$ cat config.mk
export PLATFORM = sky130hd
export DESIGN_NAME = at_response_stream_parser
export DESIGN_NICKNAME = d
export VERILOG_FILES = /design/src/rtl/atrsp_pkg.sv /design/src/rtl/atrsp_front.sv /design/src/rtl/atrsp_queue.sv /design/src/rtl/atrsp_back.sv /design/src/rtl/at_response_stream_parser.sv
export SDC_FILE = /design/constraint.sdc
export NUM_CORES = 1
export LEC_CHECK = 0
export ABC_AREA = 1
export BUFFER_PORTS_ARGS = -buffer_cell sky130_fd_sc_hd__buf_2
export CORE_UTILIZATION = 40
export CTS_BUF_LIST = sky130_fd_sc_hd__clkbuf_2 sky130_fd_sc_hd__clkbuf_4 sky130_fd_sc_hd__clkbuf_8
export CTS_CLUSTER_DIAMETER = 40
export DETAILED_ROUTE_END_ITERATION = 8
export GPL_TIMING_DRIVEN = 0
export PLACE_DENSITY = 0.69
export SETUP_SLACK_MARGIN = 0.4
export SYNTH_ARGS = -nofsm -noshare
export SYNTH_HDL_FRONTEND = slang
export SYNTH_HIERARCHICAL = 1
export SYNTH_SLANG_ARGS = --single-unit
$ cat constraint.sdc
create_clock -name clk -period 3.6 [get_ports clk]
set_input_delay 0.54 -clock clk [delete_from_list [all_inputs] [get_ports clk]]
set_output_delay 0.54 -clock clk [all_outputs]
set_load 0.1 [all_outputs]
$ cat src/rtl/atrsp_pkg.sv
// Shared types and constants of the AT response stream parser.
package atrsp_pkg;

  // Line buffer length: longest line kept and the payload size limit.
  localparam int LINE_BUF_LEN = 256;
  localparam int LINE_W       = $clog2(LINE_BUF_LEN);

  // Signed length accumulator and its clamp limits.
  localparam int ACC_W = 16;
  localparam logic signed [ACC_W-1:0] LEN_MAX   = 16'sd32767;
  localparam logic signed [ACC_W-1:0] LEN_MIN   = -16'sd32767;
  localparam logic signed [ACC_W-1:0] LEN_LIMIT = ACC_W'(LINE_BUF_LEN);

  // Result kinds.
  localparam logic [2:0] EVT_OK       = 3'd0;
  localparam logic [2:0] EVT_BUSY_OK  = 3'd1;
  localparam logic [2:0] EVT_ERROR    = 3'd2;
  localparam logic [2:0] EVT_PAYLOAD  = 3'd3;
  localparam logic [2:0] EVT_OVERSIZE = 3'd4;

  // Event queue between front and back.
  localparam int QUEUE_DEPTH = 4;
  localparam int QPTR_W      = $clog2(QUEUE_DEPTH);

  typedef struct packed {
    logic [2:0] kind;
    logic [7:0] data;
    logic       last;
  } event_t;

endpackage

$ cat src/rtl/atrsp_front.sv
// Byte classifier: line tail matching, length parsing and payload counting.
module atrsp_front (
  input  logic                clk,
  input  logic                rst_n,
  input  logic                in_take,
  input  logic [7:0]          in_byte,
  input  logic                cfg_wr_en,
  input  logic                cfg_wr_data,
  output logic                push,
  output atrsp_pkg::event_t   push_evt
);

  localparam logic [1:0] MODE_LINE      = 2'd0;
  localparam logic [1:0] MODE_LEN_FIRST = 2'd1;
  localparam logic [1:0] MODE_LEN_MORE  = 2'd2;
  localparam logic [1:0] MODE_PAYLOAD   = 2'd3;

  localparam logic [31:0] PAT_OK     = 32'h4F4B0D0A;
  localparam logic [55:0] PAT_ERROR  = 56'h4552524F520D0A;
  localparam logic [31:0] PAT_BUSY   = 32'h62757379;
  localparam logic [55:0] PAT_SENDOK = 56'h53454E44204F4B;
  localparam logic [39:0] PAT_IPD    = 40'h2B4950442C;

  logic                                pending_r, pending_nxt;
  logic [55:0]                         tail_r, tail_nxt;
  logic [atrsp_pkg::LINE_W-1:0]        count_r, count_nxt;
  logic [1:0]                          mode_r, mode_nxt;
  logic signed [atrsp_pkg::ACC_W-1:0]  acc_r, acc_nxt;
  logic [atrsp_pkg::LINE_W-1:0]        left_r, left_nxt;
  logic                                busy_r, busy_nxt;
  logic                                sendok_r, sendok_nxt;
  logic                                prompt_r, prompt_nxt;

  logic [55:0]                         tail_sh;
  logic                                prev_cr;
  logic signed [20:0]                  acc_ext;
  logic signed [20:0]                  acc_sum;
  logic [atrsp_pkg::LINE_W-1:0]        left_dec;
  logic [atrsp_pkg::LINE_W:0]          count_inc;

  assign tail_sh   = {tail_r[47:0], in_byte};
  assign prev_cr   = (count_r != '0) && (tail_r[7:0] == 8'h0D);
  assign acc_ext   = 21'(acc_r);
  assign acc_sum   = (acc_ext <<< 3) + (acc_ext <<< 1)
                   + $signed({13'd0, in_byte}) - 21'sd48;
  assign left_dec  = (left_r == '0) ? '0 : left_r - 1'b1;
  assign count_inc = {1'b0, count_r} + 1'b1;

  always_comb begin
    pending_nxt = cfg_wr_en ? cfg_wr_data : pending_r;
    tail_nxt    = tail_r;
    count_nxt   = count_r;
    mode_nxt    = mode_r;
    acc_nxt     = acc_r;
    left_nxt    = left_r;
    busy_nxt    = busy_r;
    sendok_nxt  = sendok_r;
    prompt_nxt  = prompt_r;
    push        = 1'b0;
    push_evt    = '0;

    if (in_take) begin
      unique case (mode_r) inside
        MODE_LEN_FIRST, MODE_LEN_MORE: begin
          if (mode_r == MODE_LEN_MORE && in_byte == 8'h3A) begin
            // End of length: clear the line and decide what follows.
            mode_nxt   = MODE_LINE;
            tail_nxt   = '0;
            count_nxt  = '0;
            busy_nxt   = 1'b0;
            sendok_nxt = 1'b0;
            prompt_nxt = 1'b0;
            acc_nxt    = '0;
            if (acc_r >= atrsp_pkg::LEN_LIMIT) begin
              push          = 1'b1;
              push_evt.kind = atrsp_pkg::EVT_OVERSIZE;
            end else if (acc_r > 0) begin
              left_nxt = acc_r[atrsp_pkg::LINE_W-1:0];
              mode_nxt = MODE_PAYLOAD;
            end
          end else begin
            if (acc_sum > 21'(atrsp_pkg::LEN_MAX)) begin
              acc_nxt = atrsp_pkg::LEN_MAX;
            end else if (acc_sum < 21'(atrsp_pkg::LEN_MIN)) begin
              acc_nxt = atrsp_pkg::LEN_MIN;
            end else begin
              acc_nxt = acc_sum[atrsp_pkg::ACC_W-1:0];
            end
            mode_nxt = MODE_LEN_MORE;
          end
        end
        MODE_PAYLOAD: begin
          push          = 1'b1;
          push_evt.kind = atrsp_pkg::EVT_PAYLOAD;
          push_evt.data = in_byte;
          push_evt.last = (left_r <= 1);
          left_nxt      = left_dec;
          if (left_dec == '0) begin
            mode_nxt   = MODE_LINE;
            tail_nxt   = '0;
            count_nxt  = '0;
            busy_nxt   = 1'b0;
            sendok_nxt = 1'b0;
            prompt_nxt = 1'b0;
          end
        end
        default: begin
          if (count_r == '0) begin
            prompt_nxt = (in_byte == 8'h3E);
          end
          tail_nxt = tail_sh;
          if (tail_sh[31:0] == PAT_BUSY) begin
            busy_nxt = 1'b1;
          end
          if (tail_sh == PAT_SENDOK) begin
            sendok_nxt = 1'b1;
          end
          if (in_byte == 8'h0A && prev_cr) begin
            if (tail_sh[31:0] == PAT_OK) begin
              push          = 1'b1;
              push_evt.kind = (busy_nxt && sendok_nxt && !(pending_r && prompt_nxt))
                            ? atrsp_pkg::EVT_BUSY_OK : atrsp_pkg::EVT_OK;
            end else if (tail_sh == PAT_ERROR) begin
              push          = 1'b1;
              push_evt.kind = atrsp_pkg::EVT_ERROR;
            end
            tail_nxt   = '0;
            count_nxt  = '0;
            busy_nxt   = 1'b0;
            sendok_nxt = 1'b0;
            prompt_nxt = 1'b0;
          end else if (tail_sh[39:0] == PAT_IPD) begin
            tail_nxt   = '0;
            count_nxt  = '0;
            busy_nxt   = 1'b0;
            sendok_nxt = 1'b0;
            prompt_nxt = 1'b0;
            mode_nxt   = MODE_LEN_FIRST;
            acc_nxt    = '0;
          end else if (count_inc >= (atrsp_pkg::LINE_W + 1)'(atrsp_pkg::LINE_BUF_LEN)) begin
            // Line overflow: restart collection.
            tail_nxt   = '0;
            count_nxt  = '0;
            busy_nxt   = 1'b0;
            sendok_nxt = 1'b0;
            prompt_nxt = 1'b0;
          end else begin
            count_nxt = count_inc[atrsp_pkg::LINE_W-1:0];
          end
        end
      endcase
    end
  end

  always_ff @(posedge clk) begin
    if (!rst_n) begin
      pending_r <= 1'b0;
      tail_r    <= '0;
      count_r   <= '0;
      mode_r    <= MODE_LINE;
      acc_r     <= '0;
      left_r    <= '0;
      busy_r    <= 1'b0;
      sendok_r  <= 1'b0;
      prompt_r  <= 1'b0;
    end else begin
      pending_r <= pending_nxt;
      tail_r    <= tail_nxt;
      count_r   <= count_nxt;
      mode_r    <= mode_nxt;
      acc_r     <= acc_nxt;
      left_r    <= left_nxt;
      busy_r    <= busy_nxt;
      sendok_r  <= sendok_nxt;
      prompt_r  <= prompt_nxt;
    end
  end

endmodule

$ cat src/rtl/atrsp_queue.sv
// Short event queue between the classifier and the output stage.
module atrsp_queue (
  input  logic               clk,
  input  logic               rst_n,
  input  logic               push,
  input  atrsp_pkg::event_t  push_evt,
  input  logic               pop,
  output logic               full,
  output logic               not_empty,
  output atrsp_pkg::event_t  head_evt
);

  atrsp_pkg::event_t                 mem_r [atrsp_pkg::QUEUE_DEPTH];
  logic [atrsp_pkg::QPTR_W-1:0]      wptr_r, wptr_nxt;
  logic [atrsp_pkg::QPTR_W-1:0]      rptr_r, rptr_nxt;
  logic [atrsp_pkg::QPTR_W:0]        cnt_r, cnt_nxt;

  assign full      = (cnt_r == (atrsp_pkg::QPTR_W + 1)'(atrsp_pkg::QUEUE_DEPTH));
  assign not_empty = (cnt_r != '0);
  assign head_evt  = mem_r[rptr_r];

  always_comb begin
    wptr_nxt = push ? wptr_r + 1'b1 : wptr_r;
    rptr_nxt = pop  ? rptr_r + 1'b1 : rptr_r;
    cnt_nxt  = cnt_r + {{atrsp_pkg::QPTR_W{1'b0}}, push} - {{atrsp_pkg::QPTR_W{1'b0}}, pop};
  end

  always_ff @(posedge clk) begin
    if (push) begin
      mem_r[wptr_r] <= push_evt;
    end
  end

  always_ff @(posedge clk) begin
    if (!rst_n) begin
      wptr_r <= '0;
      rptr_r <= '0;
      cnt_r  <= '0;
    end else begin
      wptr_r <= wptr_nxt;
      rptr_r <= rptr_nxt;
      cnt_r  <= cnt_nxt;
    end
  end

endmodule

$ cat src/rtl/atrsp_back.sv
// Output register stage: drain the event queue onto the result channel.
module atrsp_back (
  input  logic               clk,
  input  logic               rst_n,
  input  logic               q_not_empty,
  input  atrsp_pkg::event_t  q_head,
  output logic               q_pop,
  output logic               out_valid,
  input  logic               out_ready,
  output atrsp_pkg::event_t  out_evt
);

  logic              valid_r, valid_nxt;
  atrsp_pkg::event_t evt_r;

  assign q_pop     = q_not_empty && (!valid_r || out_ready);
  assign valid_nxt = q_pop || (valid_r && !out_ready);
  assign out_valid = valid_r;
  assign out_evt   = evt_r;

  always_ff @(posedge clk) begin
    if (q_pop) begin
      evt_r <= q_head;
    end
  end

  always_ff @(posedge clk) begin
    if (!rst_n) begin
      valid_r <= 1'b0;
    end else begin
      valid_r <= valid_nxt;
    end
  end

endmodule

$ cat src/rtl/at_response_stream_parser.sv
// Top level of the AT response stream parser.
//
// Usage:
//   Input channel (in_*): one received modem byte per transfer in in_tdata.
//   Result channel (out_*): one event per transfer; out_tdata carries the
//   event kind and payload byte, out_tlast flags the final payload byte.
//   cfg_wr_en/cfg_wr_data write the send-prompt-pending flag; write it only
//   while the block is idle.
// Throughput: one byte per cycle while in_tready is high. The classifier
//   updates the whole line and length state for a byte in the cycle of its transfer.
// Event path: the queue is written at the edge of the input transfer, and the
//   output register loads the event once the register is empty or its event is
//   taken; out_tvalid then rises and the result transfers while out_tready is high.
// Reset (rst_n low, synchronous): clear line state, return to line mode,
//   empty the queue and drop any held event; the flag resets to zero.
// Stall: while out_tready is low the output register holds its event and
//   the four-entry queue keeps filling; in_tready falls only when the queue
//   is full, so bytes that cause no event are held back as well.
module at_response_stream_parser (
  input  logic        clk,
  input  logic        rst_n,
  // Input channel
  input  logic        in_tvalid,
  output logic        in_tready,
  input  logic [7:0]  in_tdata,   // [7:0] rx_byte
  // Result channel
  output logic        out_tvalid,
  input  logic        out_tready,
  output logic [15:0] out_tdata,  // [2:0] event_kind, [10:3] payload_byte, rest zero
  output logic        out_tlast,  // payload_last
  // Configuration
  input  logic        cfg_wr_en,
  input  logic        cfg_wr_data // send_prompt_pending
);

  logic              in_take;
  logic              push;
  atrsp_pkg::event_t push_evt;
  logic              q_full;
  logic              q_not_empty;
  logic              q_pop;
  atrsp_pkg::event_t q_head;
  atrsp_pkg::event_t out_evt;

  // Accept while the queue has room.
  assign in_tready = !q_full;
  assign in_take   = in_tvalid && in_tready;

  atrsp_front u_front (
    .clk         (clk),
    .rst_n       (rst_n),
    .in_take     (in_take),
    .in_byte     (in_tdata),
    .cfg_wr_en   (cfg_wr_en),
    .cfg_wr_data (cfg_wr_data),
    .push        (push),
    .push_evt    (push_evt)
  );

  atrsp_queue u_queue (
    .clk       (clk),
    .rst_n     (rst_n),
    .push      (push),
    .push_evt  (push_evt),
    .pop       (q_pop),
    .full      (q_full),
    .not_empty (q_not_empty),
    .head_evt  (q_head)
  );

  atrsp_back u_back (
    .clk         (clk),
    .rst_n       (rst_n),
    .q_not_empty (q_not_empty),
    .q_head      (q_head),
    .q_pop       (q_pop),
    .out_valid   (out_tvalid),
    .out_ready   (out_tready),
    .out_evt     (out_evt)
  );

  // Pack the result fields, kind in the lowest bits.
  assign out_tdata = {5'd0, out_evt.data, out_evt.kind};
  assign out_tlast = out_evt.last;

endmodule

==> metrics.txt <==
wire length of the first global-routing pass=about 38000 um; synthesized area divided by synthesized cell count=around 7.3 um^2; floorplan core area=roughly 23000 um^2; cell count after synthesis=between 1k and 1.5k; IO Pins=33; Post-Synthesis Cell Area=9440 um^2; Slew @ Worst Pin=between 0.8 and 0.9 ns; number of warnings issued by yosys=6; status=finished, final reports clean; Core Util, Final=46.9%; worst setup path class=input port to flop; Max-slew headroom=roughly 46%; Async SR Flop Fraction=0%; area delta synth->final=13.8%; cts bufs inserted=17; number of flops mapped to enable cells by yosys=60; proportion of layout cells with a drive suffix above 1=between 10% and 20%; setup-violating endpoint count in the final report=0; Worst Hold Class=input port to flop; largest net degree at the start of global routing=18; clock root buffer=clkbuf_8; First-pass DRT Iterations=6; wirelength, routed=around 24000 um; number of pins exceeding their max-slew limit in the final report=0; category of the worst setup path capture point=flop; area leader, netlist=dfxtp_1; share of the cycle needed by the critical path after routing=approximately nine tenths; number of buffers added on ports=27; placement row count=55; overall overflow remaining after global route=0; Data required, critical path=a little under 4 ns; number of global-route vias before repair=7645; Die X-Extent=156 um; count of distinct cell types in the synthesized netlist=45; total die area=roughly 24000 um^2; detailed-route wire length per cell=14.3 um; leading post-synthesis cells by instance count=310 x nand2_1, 240 x inv_1, 135 x nor2_1; Tot GR Track Use=around 20%; Ant. Diodes=0; count leader, synth=nand2_1; setup slack at placement=-0.243 ns; TritonCTS clock tree=built; Clk pin slew, worst setup/hold paths=0.08 ns; Fmax=roughly 320 MHz; number of nets with antenna violations after detailed routing=0; Max FO, Critical Path=6; Skew-Pair Late Insertion Delay=approximately 0.46 ns; worst hold slack across all endpoints=0.273 ns; slack of the worst reg-to-reg path=0.44 ns; Bufs on Longest Clock Path=2; WP data arrival=3.55 ns; DPL Wire Length=17900 um; largest cells by area after synthesis=dfxtp_1 20%, edfxtp_1 19%, nand2_1 12%; critical path startpoint category=input port; Initial DRC Count=just over 800; number of clock sinks=approximately 160; count of hold buffers inserted by post-cts repair=0; min Tclk post-route=approximately 3.2 ns; area share of the leading cell type in the synthesized netlist=around 20%; final worst slack=about 0.43 ns; number of antenna violations at the first check in global routing=0; initial core utilization=between 40% and 50%; final net count=~1.4k; vertical die dimension=approximately 160 um; RSZ-0062 raised after global routing=true; number of synthesized register bits=approximately 160; sequential fraction of the synthesis area=39.5%; number of max-cap violations=0; vias per inst=5.01; predominant post-synthesis flop cell=dfxtp_1; maximum level of the CTS H-tree=4; routability congestion estimate from global placement=a little under 1; routed via count=8386; final setup skew=about 0.009 ns; # DRC=0; count of endpoints failing hold in the final timing report=0
worst paths after layout:
kind                                   from                              to  cells past startpoint
max                             in_tdata[5]   u_front/acc_r[2]$_SDFFE_PN0P_                     21
max reg2reg   u_front/acc_r[4]$_SDFFE_PN0P_   u_front/acc_r[2]$_SDFFE_PN0P_                     20
min                               cfg_wr_en  u_front/pending_r$_SDFFE_PN0P_                      2
min reg2reg  u_queue/rptr_r[1]$_SDFFE_PN0P_                            flop                      2
critical path, cell delays in order:
cell and delay (ns):
clkbuf_4 0.15, clkinvlp_4 0.15, fa_2 0.59, inv_1 0.04, ha_1 0.31, ha_4 0.33, nand2_1 0.07, nor2_1 0.11
nand2_1 0.07, nand3_2 0.10, nand2_1 0.09, nand2_1 0.09, nand2_1 0.05, nand2_1 0.08, nand3_1 0.10, nor2_2 0.12
nand2_1 0.08, nand2_2 0.11, buf_6 0.13, nand3_1 0.08, a21oi_1 0.15
flip-flops by register name (all words and copies together), names as in the netlist, named ones only:
register           count
u_queue/wptr_r         2
u_queue/cnt_r          3
u_front/mode_r         2
u_queue/mem_r         48
u_front/left_r         8
u_front/pending_r      1
u_front/count_r        8
u_queue/rptr_r         2
u_front/acc_r         16
u_front/sendok_r       1
u_front/busy_r         1
u_front/tail_r        48
u_front/prompt_r       1
u_back/out_valid       1
u_back/out_evt        12
metal layers:
metal  global-route usage (%)  vias up  share of wire, %
li1                         -     4228                 -
met1                     26.2     3831                45
met2                     33.5      300                47
met3                     4.06       27               6.3
met4                     4.95        0               1.4
met5                        0        -                 0
area by class of cell:
cell class	instances	area, um^2
fill	2192	12200
buffer	37	270
clock buffer	17	234
clock inverter	15	166
sequential	156	3740
tap	313	392
inverter	247	948
multi-input combinational	851	4770
timing repair buffer	37	220
cell families after synthesis:
| logic type | after synthesis | share of synthesized area, % |
|---|---|---|
| compound gates | 167 | 10.2 |
| xor+xnor | 5 | 0.464 |
| fa+ha+maj | 66 | 9.31 |
| buf+inv | 284 | 12.6 |
| flops | 156 | 39.5 |
| other cells | 1 | 0.0397 |
| simple gates | 608 | 28.0 |
through the flow:
stage          setup TNS (ns)  cells  instance area, um^2
6_report                    0   1673                10700
5_1_grt                     0   1673                10700
4_1_cts                     0   1671                10600
3_5_place_dp            -3.33   1631                 9990
3_3_place_gp            -2.93   1631                 9990
2_1_floorplan               0   1291                 9470
placed cells by master (no fill, tap or decap), types with 8 or more instances in the layout:
cell type,count
nand3_2,8
nor3_1,18
nand2_2,14
nor2_1,133
o21ai_0,61
clkbuf_8,17
o211ai_2,12
nor4_1,23
buf_4,17
edfxtp_1,60
buf_6,9
buf_2,33
inv_2,11
dfxtp_1,88
o21ai_1,12
ha_1,52
nand4_1,28
a21oi_1,60
inv_1,229
nand2_1,297
nand3b_1,10
clkbuf_1,11
a21oi_2,10
nand3_1,55
what timing repair did:
action	CTS	global route
gates cloned	1	0
endpoints found under the setup margin	64	64
pin swaps	7	22
setup buffers	7	2
resized for setup	24	47
Power is not shown: default switching activity piles up to over one toggle a cycle in this logic, so the estimate is an artifact.
